[src/design/first_fit_block_allocator_assert.svh]
// Assertion macros shared by the allocator RTL.
// Each macro expects signals named clk and rst_n in the enclosing module.
`ifndef FIRST_FIT_BLOCK_ALLOCATOR_ASSERT_SVH
`define FIRST_FIT_BLOCK_ALLOCATOR_ASSERT_SVH

// Same-cycle implication.
`define FFBA_ASSERT_IMP(label, ante, cons, msg) \
    label: assert property (@(posedge clk) disable iff (!rst_n) (ante) |-> (cons)) \
        else $error(msg);

// Next-cycle implication.
`define FFBA_ASSERT_NXT(label, ante, cons, msg) \
    label: assert property (@(posedge clk) disable iff (!rst_n) (ante) |=> (cons)) \
        else $error(msg);

`endif

[src/design/ffba_pkg.sv]
// ----------------------------------------------------------------------------
// ffba_pkg
// Shared constants and types of the first-fit block allocator.
// ----------------------------------------------------------------------------
package ffba_pkg;

    localparam int unsigned MAX_BLOCKS_DEF = 16;
    localparam int unsigned ADDR_BITS_DEF  = 16;
    localparam int unsigned DATA_W         = 16;

    localparam logic [2:0] ST_OK       = 3'd0;
    localparam logic [2:0] ST_EXCEEDS  = 3'd1;
    localparam logic [2:0] ST_NOFIT    = 3'd2;
    localparam logic [2:0] ST_DUP      = 3'd3;
    localparam logic [2:0] ST_FULL     = 3'd4;
    localparam logic [2:0] ST_NOTFOUND = 3'd5;
    localparam logic [2:0] ST_EMPTY    = 3'd6;

    localparam logic CMD_ALLOC = 1'b0;
    localparam logic CMD_FREE  = 1'b1;

    typedef struct packed {
        logic set;
        logic clr;
    } valid_op_t;

endpackage

[src/design/ffba_table.sv]
// ----------------------------------------------------------------------------
// ffba_table
// Block table: tag, start and end in a synchronous memory, valid bits in flops.
// ----------------------------------------------------------------------------
module ffba_table #(
    parameter int unsigned MAX_BLOCKS = ffba_pkg::MAX_BLOCKS_DEF,
    parameter int unsigned ADDR_BITS  = ffba_pkg::ADDR_BITS_DEF,
    localparam int unsigned IW = $clog2(MAX_BLOCKS)
) (
    input  logic                          clk,
    input  logic                          rst_n,
    input  logic [IW-1:0]                 rd_idx,
    output logic [ffba_pkg::DATA_W-1:0]   rd_tag,
    output logic [ADDR_BITS-1:0]          rd_start,
    output logic [ADDR_BITS-1:0]          rd_end,
    input  logic                          wr_en,
    input  logic [IW-1:0]                 op_idx,
    input  logic [ffba_pkg::DATA_W-1:0]   wr_tag,
    input  logic [ADDR_BITS-1:0]          wr_start,
    input  logic [ADDR_BITS-1:0]          wr_end,
    input  ffba_pkg::valid_op_t           vop,
    output logic [MAX_BLOCKS-1:0]         valid_vec
);

    localparam int unsigned TW = ffba_pkg::DATA_W + 2 * ADDR_BITS;

    logic [TW-1:0]         mem [MAX_BLOCKS];
    logic [TW-1:0]         rd_word_reg;
    logic [MAX_BLOCKS-1:0] valid_reg;

    always_ff @(posedge clk)
    begin
        if (wr_en)
        begin
            mem[op_idx] <= {wr_tag, wr_start, wr_end};
        end
        rd_word_reg <= mem[rd_idx];
    end

    always_ff @(posedge clk or negedge rst_n)
    begin
        if (!rst_n)
        begin
            valid_reg <= '0;
        end
        else if (vop.set)
        begin
            valid_reg[op_idx] <= 1'b1;
        end
        else if (vop.clr)
        begin
            valid_reg[op_idx] <= 1'b0;
        end
    end

    assign rd_tag    = rd_word_reg[TW-1 -: ffba_pkg::DATA_W];
    assign rd_start  = rd_word_reg[2*ADDR_BITS-1 -: ADDR_BITS];
    assign rd_end    = rd_word_reg[ADDR_BITS-1:0];
    assign valid_vec = valid_reg;

endmodule

[src/design/first_fit_block_allocator.sv]
// ----------------------------------------------------------------------------
// first_fit_block_allocator
// First-fit allocator over a table of blocks held in a synchronous memory.
// ----------------------------------------------------------------------------
//  Channel  Dir  Handshake          Payload
//  input    in   in_valid/in_stall  cmd, block_tag, request_size
//  result   out  out_valid/out_stall status, placed_start, placed_end, free_total
//  config   in   cfg_we             cfg_data (region size)
//
// One item at a time. A lookup pass reads the table one entry per cycle.
// An allocate then runs one placement pass per candidate address, up to
// MAX_BLOCKS passes. An allocate over the free total skips the passes and
// goes straight to the result state. No clearing pass after reset; valid
// bits reset at once. Results wait in an output register while the next
// item is taken.
module first_fit_block_allocator #(
    parameter int unsigned MAX_BLOCKS = ffba_pkg::MAX_BLOCKS_DEF,
    parameter int unsigned ADDR_BITS  = ffba_pkg::ADDR_BITS_DEF
) (
    input  logic        clk,
    input  logic        rst_n,
    input  logic        cfg_we,
    input  logic [15:0] cfg_data,
    input  logic        in_valid,
    output logic        in_stall,
    input  logic        cmd,
    input  logic [15:0] block_tag,
    input  logic [15:0] request_size,
    output logic        out_valid,
    input  logic        out_stall,
    output logic [2:0]  status,
    output logic [15:0] placed_start,
    output logic [15:0] placed_end,
    output logic [15:0] free_total
);

`include "first_fit_block_allocator_assert.svh"

    localparam int unsigned IW = $clog2(MAX_BLOCKS);
    localparam int unsigned AW = ADDR_BITS;
    localparam int unsigned SW = ((AW > 16) ? AW : 16) + 1;
    localparam logic [IW:0]   CNT_END = (IW+1)'(MAX_BLOCKS);
    localparam logic [IW-1:0] LAST    = IW'(MAX_BLOCKS - 1);

    typedef enum logic [1:0] {S_IDLE, S_SCAN, S_FIT, S_RESP} state_t;

    state_t          state_reg;
    logic [IW:0]     cnt_reg;
    logic            chk_vld_reg;
    logic [IW-1:0]   chk_idx_reg;
    logic            cmd_reg;
    logic [15:0]     tag_reg;
    logic [15:0]     size_reg;
    logic [15:0]     region_reg;
    logic [15:0]     remaining_reg;
    logic            dup_reg, slot_found_reg, any_reg, hit_reg;
    logic [IW-1:0]   slot_reg, hit_idx_reg;
    logic [AW-1:0]   hit_start_reg, hit_end_reg;
    logic            conflict_reg, nxt_found_reg;
    logic [AW-1:0]   nxt_reg, cand_reg;
    logic [2:0]      res_status_reg;
    logic [15:0]     res_start_reg, res_end_reg;
    logic            out_valid_reg;
    logic [2:0]      status_reg;
    logic [15:0]     placed_start_reg, placed_end_reg, free_total_reg;

    logic            dup_next, slot_found_next, any_next, hit_next;
    logic [IW-1:0]   slot_next, hit_idx_next;
    logic [AW-1:0]   hit_start_next, hit_end_next;
    logic            conflict_next, nxt_found_next;
    logic [AW-1:0]   nxt_next;

    logic [15:0]           rd_tag;
    logic [AW-1:0]         rd_start, rd_end;
    logic [MAX_BLOCKS-1:0] valid_vec;
    logic                  ent_v, pass_end, issuing, fit_ok, free_ok, wr_en;
    logic [SW-1:0]         hi, free_sum;
    logic [AW-1:0]         free_len;
    logic [IW-1:0]         op_idx;
    ffba_pkg::valid_op_t   vop;

    ffba_table #(
        .MAX_BLOCKS (MAX_BLOCKS),
        .ADDR_BITS  (ADDR_BITS)
    ) u_table (
        .clk       (clk),
        .rst_n     (rst_n),
        .rd_idx    (cnt_reg[IW-1:0]),
        .rd_tag    (rd_tag),
        .rd_start  (rd_start),
        .rd_end    (rd_end),
        .wr_en     (wr_en),
        .op_idx    (op_idx),
        .wr_tag    (tag_reg),
        .wr_start  (cand_reg),
        .wr_end    (AW'(hi)),
        .vop       (vop),
        .valid_vec (valid_vec)
    );

    assign ent_v    = valid_vec[chk_idx_reg];
    assign pass_end = chk_vld_reg && (chk_idx_reg == LAST);
    assign issuing  = ((state_reg == S_SCAN) || (state_reg == S_FIT)) && (cnt_reg < CNT_END);
    assign hi       = SW'(cand_reg) + SW'(size_reg);

    // Fold the entry that just came out of memory into the pass results.
    always_comb
    begin
        dup_next        = dup_reg;
        slot_found_next = slot_found_reg;
        slot_next       = slot_reg;
        any_next        = any_reg;
        hit_next        = hit_reg;
        hit_idx_next    = hit_idx_reg;
        hit_start_next  = hit_start_reg;
        hit_end_next    = hit_end_reg;
        conflict_next   = conflict_reg;
        nxt_found_next  = nxt_found_reg;
        nxt_next        = nxt_reg;
        if (chk_vld_reg && (state_reg == S_SCAN))
        begin
            if (ent_v)
            begin
                any_next = 1'b1;
                if ((rd_tag == tag_reg) && !hit_reg)
                begin
                    dup_next       = 1'b1;
                    hit_next       = 1'b1;
                    hit_idx_next   = chk_idx_reg;
                    hit_start_next = rd_start;
                    hit_end_next   = rd_end;
                end
            end
            else if (!slot_found_reg)
            begin
                slot_found_next = 1'b1;
                slot_next       = chk_idx_reg;
            end
        end
        else if (chk_vld_reg && (state_reg == S_FIT) && ent_v)
        begin
            if ((SW'(rd_start) < hi) && (cand_reg < rd_end))
            begin
                conflict_next = 1'b1;
            end
            // Candidates are visited in rising order: track the next block end.
            if ((rd_end > cand_reg) && (!nxt_found_reg || (rd_end < nxt_reg)))
            begin
                nxt_found_next = 1'b1;
                nxt_next       = rd_end;
            end
        end
    end

    assign fit_ok   = !conflict_next && (hi <= SW'(region_reg));
    assign free_ok  = (cmd_reg == ffba_pkg::CMD_FREE) && any_next && hit_next;
    assign free_len = (hit_end_next > hit_start_next) ? (hit_end_next - hit_start_next) : '0;
    assign free_sum = SW'(remaining_reg) + SW'(free_len);

    assign wr_en   = (state_reg == S_FIT) && pass_end && fit_ok;
    assign vop.set = wr_en;
    assign vop.clr = (state_reg == S_SCAN) && pass_end && free_ok;
    assign op_idx  = wr_en ? slot_reg : hit_idx_next;

    always_ff @(posedge clk or negedge rst_n)
    begin
        if (!rst_n)
        begin
            state_reg      <= S_IDLE;
            cnt_reg        <= '0;
            chk_vld_reg    <= 1'b0;
            region_reg     <= 16'hFFFF;
            remaining_reg  <= 16'hFFFF;
            out_valid_reg  <= 1'b0;
        end
        else
        begin
            chk_vld_reg <= issuing;
            chk_idx_reg <= cnt_reg[IW-1:0];
            if (issuing)
            begin
                cnt_reg <= cnt_reg + 1'b1;
            end
            if (out_valid_reg && !out_stall)
            begin
                out_valid_reg <= 1'b0;
            end
            if (cfg_we)
            begin
                region_reg    <= cfg_data;
                remaining_reg <= cfg_data;
            end

            dup_reg        <= dup_next;
            slot_found_reg <= slot_found_next;
            slot_reg       <= slot_next;
            any_reg        <= any_next;
            hit_reg        <= hit_next;
            hit_idx_reg    <= hit_idx_next;
            hit_start_reg  <= hit_start_next;
            hit_end_reg    <= hit_end_next;
            conflict_reg   <= conflict_next;
            nxt_found_reg  <= nxt_found_next;
            nxt_reg        <= nxt_next;

            unique case (state_reg)
                S_IDLE:
                begin
                    if (in_valid)
                    begin
                        cmd_reg        <= cmd;
                        tag_reg        <= block_tag;
                        size_reg       <= request_size;
                        res_start_reg  <= '0;
                        res_end_reg    <= '0;
                        dup_reg        <= 1'b0;
                        slot_found_reg <= 1'b0;
                        any_reg        <= 1'b0;
                        hit_reg        <= 1'b0;
                        cnt_reg        <= '0;
                        if ((cmd == ffba_pkg::CMD_ALLOC) && (request_size > remaining_reg))
                        begin
                            res_status_reg <= ffba_pkg::ST_EXCEEDS;
                            state_reg      <= S_RESP;
                        end
                        else
                        begin
                            state_reg <= S_SCAN;
                        end
                    end
                end
                S_SCAN:
                begin
                    if (pass_end)
                    begin
                        if (cmd_reg == ffba_pkg::CMD_ALLOC)
                        begin
                            if (dup_next)
                            begin
                                res_status_reg <= ffba_pkg::ST_DUP;
                                state_reg      <= S_RESP;
                            end
                            else if (!slot_found_next)
                            begin
                                res_status_reg <= ffba_pkg::ST_FULL;
                                state_reg      <= S_RESP;
                            end
                            else
                            begin
                                cand_reg      <= '0;
                                conflict_reg  <= 1'b0;
                                nxt_found_reg <= 1'b0;
                                cnt_reg       <= '0;
                                state_reg     <= S_FIT;
                            end
                        end
                        else if (!any_next)
                        begin
                            res_status_reg <= ffba_pkg::ST_EMPTY;
                            state_reg      <= S_RESP;
                        end
                        else if (!hit_next)
                        begin
                            res_status_reg <= ffba_pkg::ST_NOTFOUND;
                            state_reg      <= S_RESP;
                        end
                        else
                        begin
                            res_status_reg <= ffba_pkg::ST_OK;
                            remaining_reg  <= (free_sum > SW'(16'hFFFF)) ? 16'hFFFF
                                                                         : free_sum[15:0];
                            state_reg      <= S_RESP;
                        end
                    end
                end
                S_FIT:
                begin
                    if (pass_end)
                    begin
                        if (fit_ok)
                        begin
                            res_status_reg <= ffba_pkg::ST_OK;
                            res_start_reg  <= 16'(cand_reg);
                            res_end_reg    <= 16'(AW'(hi));
                            remaining_reg  <= remaining_reg - size_reg;
                            state_reg      <= S_RESP;
                        end
                        else if (nxt_found_next)
                        begin
                            cand_reg      <= nxt_next;
                            conflict_reg  <= 1'b0;
                            nxt_found_reg <= 1'b0;
                            cnt_reg       <= '0;
                        end
                        else
                        begin
                            res_status_reg <= ffba_pkg::ST_NOFIT;
                            state_reg      <= S_RESP;
                        end
                    end
                end
                S_RESP:
                begin
                    if (!out_valid_reg || !out_stall)
                    begin
                        out_valid_reg    <= 1'b1;
                        status_reg       <= res_status_reg;
                        placed_start_reg <= res_start_reg;
                        placed_end_reg   <= res_end_reg;
                        free_total_reg   <= remaining_reg;
                        state_reg        <= S_IDLE;
                    end
                end
                default:
                begin
                    state_reg <= S_IDLE;
                end
            endcase
        end
    end

    assign in_stall     = (state_reg != S_IDLE);
    assign out_valid    = out_valid_reg;
    assign status       = status_reg;
    assign placed_start = placed_start_reg;
    assign placed_end   = placed_end_reg;
    assign free_total   = free_total_reg;

    `FFBA_ASSERT_IMP(a_err_no_place, out_valid && (status != ffba_pkg::ST_OK),
        (placed_start == 16'd0) && (placed_end == 16'd0), "error result carries a placement")
    `FFBA_ASSERT_IMP(a_chk_in_pass, chk_vld_reg,
        (state_reg == S_SCAN) || (state_reg == S_FIT), "table read outside a pass")
    `FFBA_ASSERT_IMP(a_cand_rises, (state_reg == S_FIT) && $past(state_reg == S_FIT),
        cand_reg >= $past(cand_reg), "placement candidate moved down")
    `FFBA_ASSERT_NXT(a_single_write, wr_en, !$past(vop.clr), "table set and clear together")

endmodule
[config.mk]
export PLATFORM = sky130hd
export DESIGN_NAME = first_fit_block_allocator
export DESIGN_NICKNAME = d
export VERILOG_FILES = /design/src/design/ffba_pkg.sv /design/src/design/ffba_table.sv /design/src/design/first_fit_block_allocator.sv
export VERILOG_INCLUDE_DIRS = /design/src /design/src/design
export SDC_FILE = /design/constraint.sdc
export NUM_CORES = 1
export LEC_CHECK = 0
export BUFFER_PORTS_ARGS = -buffer_cell sky130_fd_sc_hd__buf_2
export CAP_MARGIN = 20
export CORE_ASPECT_RATIO = 1.25
export CORE_MARGIN = 3
export CORE_UTILIZATION = 53
export CTS_CLUSTER_DIAMETER = 150
export DETAILED_ROUTE_END_ITERATION = 12
export GPL_TIMING_DRIVEN = 0
export PLACE_DENSITY = 0.75
export SLEW_MARGIN = 20
export SYNTH_ARGS = -nofsm -noshare
export SYNTH_HDL_FRONTEND = slang
export SYNTH_SLANG_ARGS = --single-unit
[constraint.sdc]
create_clock -name clk -period 21.2 [get_ports clk]
set_clock_uncertainty 0.05 [all_clocks]
set_input_delay 2.12 -clock clk [delete_from_list [all_inputs] [get_ports clk]]
set_output_delay 2.12 -clock clk [all_outputs]
set_load 0.01 [all_outputs]
# --- After elaboration in Yosys (flattened, before gate mapping) ---
# Memory sizes are Yosys's and may differ from the RTL's. A register that Yosys moved wholly into a read port is not among the register bits.
# Cells that the tools add are included.
totals:
  regBits: 258
  ramBits: 768
  input_bits: 54
  word_cells: 232
  memories: 1
classes:
  add_sub_neg: 5
  magnitude_cmp: 12
  n_eq_ne: 18
  muxes: 121
  bitwise: 6
  reduce_logical: 39
memory_table:
  columns: ["memory", "depth", "word_bits", "read_ports", "rd_clocked_by_memory_dff", "wr", "line", "text"]
  rows:
  - ["u_table.mem", 16, 48, 1, 1, 1, "ffba_table.sv:27", "logic [TW-1:0] mem [MAX_BLOCKS];"]
ops:
  columns: ["operator", "count"]
  rows:
  - ["two-way mux 16 bit", 32]
  - ["one-hot mux 16 bit (2 select lines)", 4]
  - ["greater-than comparator 16 bit", 3]
  - ["two-way mux 1 bit", 46]
  - ["two-way mux 5 bit", 9]
  - ["adder 16 x 16 -> 17 bit", 2]
  - ["two-way mux 3 bit", 11]
  - ["< comparator 16 bit", 2]
  - ["subtractor 16 bit", 2]
  - ["inequality test 2 bit, second input constant", 11]
  - ["logical AND 1 bit", 18]
  - ["greater-than comparator 17 x 16 -> 1 bit, second input constant", 1]
  - ["less-or-equal comparator 17 x 16 -> 1 bit", 1]
  - ["< comparator 16 x 17 -> 1 bit", 1]
  - ["AND 16 bit", 1]
  - ["== test 16 bit", 1]
  - ["two-way mux 2 bit", 8]
  - ["two-way mux 4 bit", 4]
  - ["inverter 16 bit", 1]
  - ["bitwise OR 16 bit", 1]
  - ["one-hot mux 5 bit (3 select lines)", 1]
  - ["< comparator 4 x 5 -> 1 bit, second input constant", 2]
  - ["AND reduction 5 bit", 2]
  - ["one-hot mux 3 bit (3 select lines)", 1]
  - ["other kinds (22)", 36]

# --- Depth between registers and ports, before layout ---
logic_depth:
  word_depth: 18
  ltp_mapped: 32
  mapped_depth_nobuf: 27

# --- Modules after synthesis ---
# A second synthesis with hierarchy kept.
unflattened:
  cells_unflattened: 2648
  hier_area_um2: 45140.8
by_module_without_submodules:
  columns: ["mod", "instances", "cells_each", "area_per_inst_um2", "seq_area_each_um2"]
  rows:
  - ["ffba_table", 1, 1308, 30341.6, 24423.4]
  - ["first_fit_block_allocator", 1, 1340, 14799.2, 7101.8]

# --- Worst setup path after synthesis ---
# OpenSTA, ideal clock, no wires.
synth_timing:
  kind: "reg2reg"
  from: "reg cand_reg[0]"
  to: "reg res_end_reg[0], enable pin"
  setup_time_ps: 595
  arrival_time_ps: 9502
  t_required_ps: 20555
  setup_slack_ps: 11053
  path_stages_with_launch: 19
  n_path_buf: 0
  period_less_slack_ps: 10147
  path_cell_list: "edfxtp_1 > ha_1 > fa_1 > a211oi_1 > o21bai_4 > a221oi_4 > o21ai_0 > a21o_1 > a21oi_1 > xnor2_1 > ha_1 > nand2_1 > nor3_1 > a211oi_1 > nand3_1 > a211oi_2 > a21boi_2 > a21oi_1 > a2111oi_0"
synth_between:
  elab_chain_len: 10
  word_cells_on_any_way: 12
synth_rtl:
  columns: ["element", "line", "text"]
  rows:
  - ["start: declaration", "first_fit_block_allocator.sv:60", "logic [AW-1:0] nxt_reg, cand_reg;"]
  - ["start signal: assignment", "first_fit_block_allocator.sv:290", "cand_reg <= nxt_next;"]
  - ["adder 16 x 16 -> 17 bit (*)", "first_fit_block_allocator.sv:104", "assign hi = SW'(cand_reg) + SW'(size_reg);"]
  - ["via hi[14]", "first_fit_block_allocator.sv:77", "logic [SW-1:0] hi, free_sum;"]
  - ["< comparator 16 x 17 -> 1 bit", "first_fit_block_allocator.sv:142", "if ((SW'(rd_start) < hi) && (cand_reg < rd_end))"]
  - ["logical AND 1 bit", "first_fit_block_allocator.sv:142", null]
  - ["two-way mux 1 bit", "first_fit_block_allocator.sv:142", null]
  - ["two-way mux 1 bit", "first_fit_block_allocator.sv:140", "else if (chk_vld_reg && (state_reg == S_FIT) && ent_v)"]
  - ["two-way mux 1 bit", "first_fit_block_allocator.sv:120", "if (chk_vld_reg && (state_reg == S_SCAN))"]
  - ["logical NOT 1 bit", "first_fit_block_allocator.sv:155", "assign fit_ok = !conflict_next && (hi <= SW'(region_reg));"]
  - ["logical AND 1 bit (*)", "first_fit_block_allocator.sv:155", null]
  - ["inequality test 2 bit (no line) (*)", null, null]
  - ["AND reduction 5 bit (no line) (*)", null, null]
  - ["end signal: assignment", "first_fit_block_allocator.sv:284", "res_end_reg <= 16'(AW'(hi));"]
  - ["end: declaration", "first_fit_block_allocator.sv:62", "logic [15:0] res_start_reg, res_end_reg;"]
# The timed path passes the listed nets; every way through them passes the cells marked *.
# A chain may end at the register's enable or synchronous reset.

# --- Worst setup path in the final report ---
layout_timing:
  from: "reg tag_reg[15]"
  to: "reg remaining_reg[12]"
layout_between:
  elab_chain_len: 15
  word_cells_on_any_way: 22
layout_rtl:
  columns: ["element", "line", "text"]
  rows:
  - ["start: declaration", "first_fit_block_allocator.sv:52", "logic [15:0] tag_reg;"]
  - ["start signal: assignment", "first_fit_block_allocator.sv:212", "tag_reg <= block_tag;"]
  - ["== test 16 bit (*)", "first_fit_block_allocator.sv:125", "if ((rd_tag == tag_reg) && !hit_reg)"]
  - ["logical AND 1 bit (*)", "first_fit_block_allocator.sv:125", null]
  - ["two-way mux 16 bit (*)", "first_fit_block_allocator.sv:125", null]
  - ["two-way mux 16 bit (*)", "first_fit_block_allocator.sv:122", "if (ent_v)"]
  - ["two-way mux 16 bit (*)", "first_fit_block_allocator.sv:120", null]
  - ["via hit_start_next[0]", "first_fit_block_allocator.sv:69", "logic [AW-1:0] hit_start_next, hit_end_next;"]
  - ["subtractor 16 bit / greater-than comparator 16 bit (equally long branches)", "first_fit_block_allocator.sv:157", "assign free_len = (hit_end_next > hit_start_next) ? (hit_end_next - hit_start_next) : '0;"]
  - ["two-way mux 16 bit (*)", "first_fit_block_allocator.sv:157", null]
  - ["adder 16 x 16 -> 17 bit (*)", "first_fit_block_allocator.sv:158", "assign free_sum = SW'(remaining_reg) + SW'(free_len);"]
  - ["greater-than comparator 17 x 16 -> 1 bit", "first_fit_block_allocator.sv:270", "remaining_reg <= (free_sum > SW'(16'hFFFF)) ? 16'hFFFF"]
  - ["two-way mux 16 bit (*)", "first_fit_block_allocator.sv:270", null]
  - ["two-way mux 16 bit (*)", "first_fit_block_allocator.sv:262", "else if (!hit_next)"]
  - ["two-way mux 16 bit (*)", "first_fit_block_allocator.sv:257", "else if (!any_next)"]
  - ["two-way mux 16 bit (*)", "first_fit_block_allocator.sv:236", "if (cmd_reg == ffba_pkg::CMD_ALLOC)"]
  - ["two-way mux 16 bit (*)", "first_fit_block_allocator.sv:234", "if (pass_end)"]
  - ["one-hot mux 16 bit (2 select lines) (*)", "first_fit_block_allocator.sv:206", "unique case (state_reg)"]
  - ["end signal: assignment", "first_fit_block_allocator.sv:191", "remaining_reg <= cfg_data;"]
  - ["end signal: assignment", "first_fit_block_allocator.sv:270", null]
  - ["end signal: assignment", "first_fit_block_allocator.sv:285", "remaining_reg <= remaining_reg - size_reg;"]
  - ["end: declaration", "first_fit_block_allocator.sv:55", "logic [15:0] remaining_reg;"]
# Marked as above.

==> impl_results.md <==
- Status: completed
- Fmax: ~0.11 GHz
- Asr flop ratio synth: 0.0531
- CTS root buffer: clkbuf_16
- Die Ht: ~330 um
- GRT busiest layer: met2
- CP arrival: about 9.8 ns
- Endpoints failing hold: 0
- Clock power share: 0.429
- Syn nets: 3106
- Worst-path clk slew: 0.06 ns
- CP Launch Type: flop
- H-tree levels: 3
- Post-synth top flop: edfxtp_1
- Core Box Area: 84900 um2
- Sw frac: 0.210
- Fin util: 0.617
- First-pass GRT wire length: ~180000 um
- Die Area: around 90000 um2
- Cells after Synth: 2902
- TritonRoute pass-1 iters: 9
- Final Max Tran Viols: 0
- TritonCTS clock tree: built
- N_diodes: 0
- Wire length per cell: 28.2 um
- Sequential fraction of design power: 0.534
- GRT Resource Usage Total: 0.273
- Pwr dens: 82.5 nW/um2
- Drt via density: 6.36
- Post-cts resize count: 0
- Seq/Total Area, Yosys: 0.691
- CTS Sinks: 1074
- IO buf count: 106
- Vias in the first global route: 28235
- Skew-Pair Late Insertion Delay: 0.72 ns
- Largest net degree at the start of global routing: 74
- Distinct cell type count after synthesis: 76
- Actual slew at the worst max-slew pin: 1.16 ns
- WP data required: between 20 and 25 ns
- Slowest cell on the critical path: edfxtp_1
- Routed Antenna Nets: 0
- M3 GR Usage: 0.0533
- Max IR drop VDD: about 0.067 mV
- Psw: 909 uW
- Cell Area, Synth: 45600 um2
- Pint: 3410 uW
- Gpl congestion: 0.968
- Hold_buf cts: 0
- Synth warn: 0
- Maximum clock path buffer count: 3
- Vias: about 28000
- Tmin final: about 9.3 ns
- DRT iter0 DRCs: slightly above 3000
- FF+latch count, synth: 1074
- Leakage: ~0.019 uW
- Final #Nets: 3373
- Share of cells above drive strength 1: 0.188
- Initial antenna violation count: 3
- DRC Markers: 0
- Detailed Place HPWL: 85500 um
- Hold Crit Class: flop to flop
- I/O pins: roughly 110
- RSZ-0062 raised after global routing: no
- Largest stage delay on the critical path: 0.65 ns
- TritonCTS Buffers: 100
- Total negative slack: 0 ns
- Relative slew slack: 0.225
- Met2 usage: 0.450
- Gr ovfl total: 0
- Comb pwr share: 0.037
- Max FFs per register: 768
- Detailed-route wire length: 122000 um
- CP Class: flop to flop
- Avg Cell Area, Syn: 15.7 um2
- Syn-to-layout area delta: 14.8%
- GR Util met1: 0.347
- Setup violators final: 0
- Worst-path fanout max: 17
- Number of core rows: around 120
- Tcrit/Tclk final: 0.437
- Initial core utilization: 0.538
- Setup crit end kind: flop
- EDFF count, synth: about 970
- Die W: 268 um
- MaxCap Viol Count: 0
- # Post-CTS Setup Buffers: 0
[cell usage after synthesis, types with 14 or more instances]
master / count / share of area
a21oi_1: 117 / 0.013
nor3_1: 31 / 0.0034
inv_1: 137 / 0.011
nand3_1: 20 / 0.0022
xor2_1: 33 / 0.0063
ha_1: 146 / 0.040
and2_1: 21 / 0.0029
buf_1: 29 / 0.0024
mux2i_1: 170 / 0.037
edfxtp_1: 969 / 0.64
nand2b_1: 14 / 0.0019
dfxtp_1: 48 / 0.021
dfstp_2: 32 / 0.018
mux4_2: 100 / 0.049
a221oi_1: 53 / 0.010
nand2_1: 117 / 0.0096
xnor2_1: 29 / 0.0056
mux2_2: 85 / 0.021
a22oi_1: 53 / 0.0087
dfrtp_1: 25 / 0.014
nor2_1: 131 / 0.011
o21ai_0: 192 / 0.021
clkbuf_1: 78 / 0.0064
o21a_1: 23 / 0.0038
nor2b_1: 26 / 0.0036
nand4_1: 17 / 0.0023
a21o_1: 26 / 0.0043
o31ai_1: 19 / 0.0031
[critical path, delay by kind of cell (launching register included)]
kind	cells	cell delay, ns
and+or+nand+nor	7	2.99
xor gates and xnor gates	1	0.28
AOI/OAI and AO/OA	13	2.81
DFF	1	0.65
muxes	1	0.41
adders and majority gates	3	1.02
buffers and inverters	3	0.92
[layout by cell type (no fill, tap or decap), drive strengths merged, types with 10 or more instances in the layout]
master  count
a211oi     13
a21o       26
a21oi     117
a221oi     54
a22oi      53
a31oi      11
and2       21
buf       200
bufinv     11
clkbuf    215
clkinv     38
dfrtp      25
dfstp      32
dfxtp      48
edfxtp    969
ha        146
inv       141
mux2       85
mux2i     170
mux4      100
nand2     117
nand2b     14
nand3      20
nand4      17
nor2      132
nor2b      26
nor3       32
nor4       10
o211ai     14
o21a       23
o21ai     200
o31ai      19
or3        12
xnor2      29
xor2       33
[per-stage QoR]
| stage | power [uW] | area (um2) | setup slack [ns] | std cells | hold slack, ns |
|---|---|---|---|---|---|
| floorplan | 2450 | 45600 | 11.05 | 2902 | 0.350 |
| global placement | 2500 | 47500 | 6.77 | 4097 | 0.356 |
| detailed placement | 2510 | 48900 | 12.08 | 4155 | 0.356 |
| CTS | 4330 | 52400 | 12.03 | 4342 | 0.373 |
| global route | 4430 | 52400 | 11.11 | 4343 | 0.377 |
| finish | 4320 | 52400 | 11.94 | 4343 | 0.370 |
[worst paths after layout]
path	cells past startpoint	endpoint	startpoint	slack, ns
hold / removal	0	placed_start[14]$_DFFE_PP_	res_start_reg[14]$_SDFFCE_PN0P_	0.37
setup reg to reg	28	remaining_reg[12]$_DFF_PN1_	tag_reg[15]$_DFFE_PP_	11.94
setup / recovery	28	remaining_reg[12]$_DFF_PN1_	tag_reg[15]$_DFFE_PP_	11.94
hold reg to reg	0	placed_start[14]$_DFFE_PP_	res_start_reg[14]$_SDFFCE_PN0P_	0.37
min in group asynchronous	1	remaining_reg[10]$_DFF_PN1_	rst_n	1.69
max in group asynchronous	2	remaining_reg[2]$_DFF_PN1_	rst_n	18.96
[power by group through the flow]
stage	Sequential (uW)	Clock (uW)	Combinational [uW]
after detailed placement	2350	0	158
after CTS	2300	1870	159
after global placement	2350	0	152
final	2300	1850	162
after floorplan	2340	0	109
after global routing	2300	1950	177
[logic make-up (layout without fill, tap and decap cells)]
family,count (synthesis),in the layout,synth area share
adder cells (fa/ha/maj),150,150,0.0418
AO/OA/AOI/OAI,585,585,0.0831
buffers and inverters,255,607,0.0215
flip-flops,1074,1074,0.691
AND/OR/NAND/NOR,421,421,0.0434
XOR/XNOR,62,62,0.0119
multiplexers,355,355,0.108
[final cells by class]
| type | instances | area (um2) |
|---|---|---|
| well taps | 1089 | 1360 |
| plain buffers | 118 | 474 |
| fillers | 6015 | 32500 |
| clock buffers | 132 | 2720 |
| repair buffers | 165 | 1670 |
| flip-flops and latches | 1074 | 31500 |
| multi-input cells | 1573 | 13400 |
| clock inverters | 55 | 716 |
| inverters | 137 | 514 |
[routing by layer]
layer / part of all wire / vias up / routed length, um
li1: - / 11873 / -
met1: 0.37 / 13868 / 45500
met2: 0.49 / 1556 / 59700
met3: 0.086 / 333 / 10600
met4: 0.055 / 2 / 6680
met5: 0.00011 / - / 13
(Power assumes the default switching activity.)
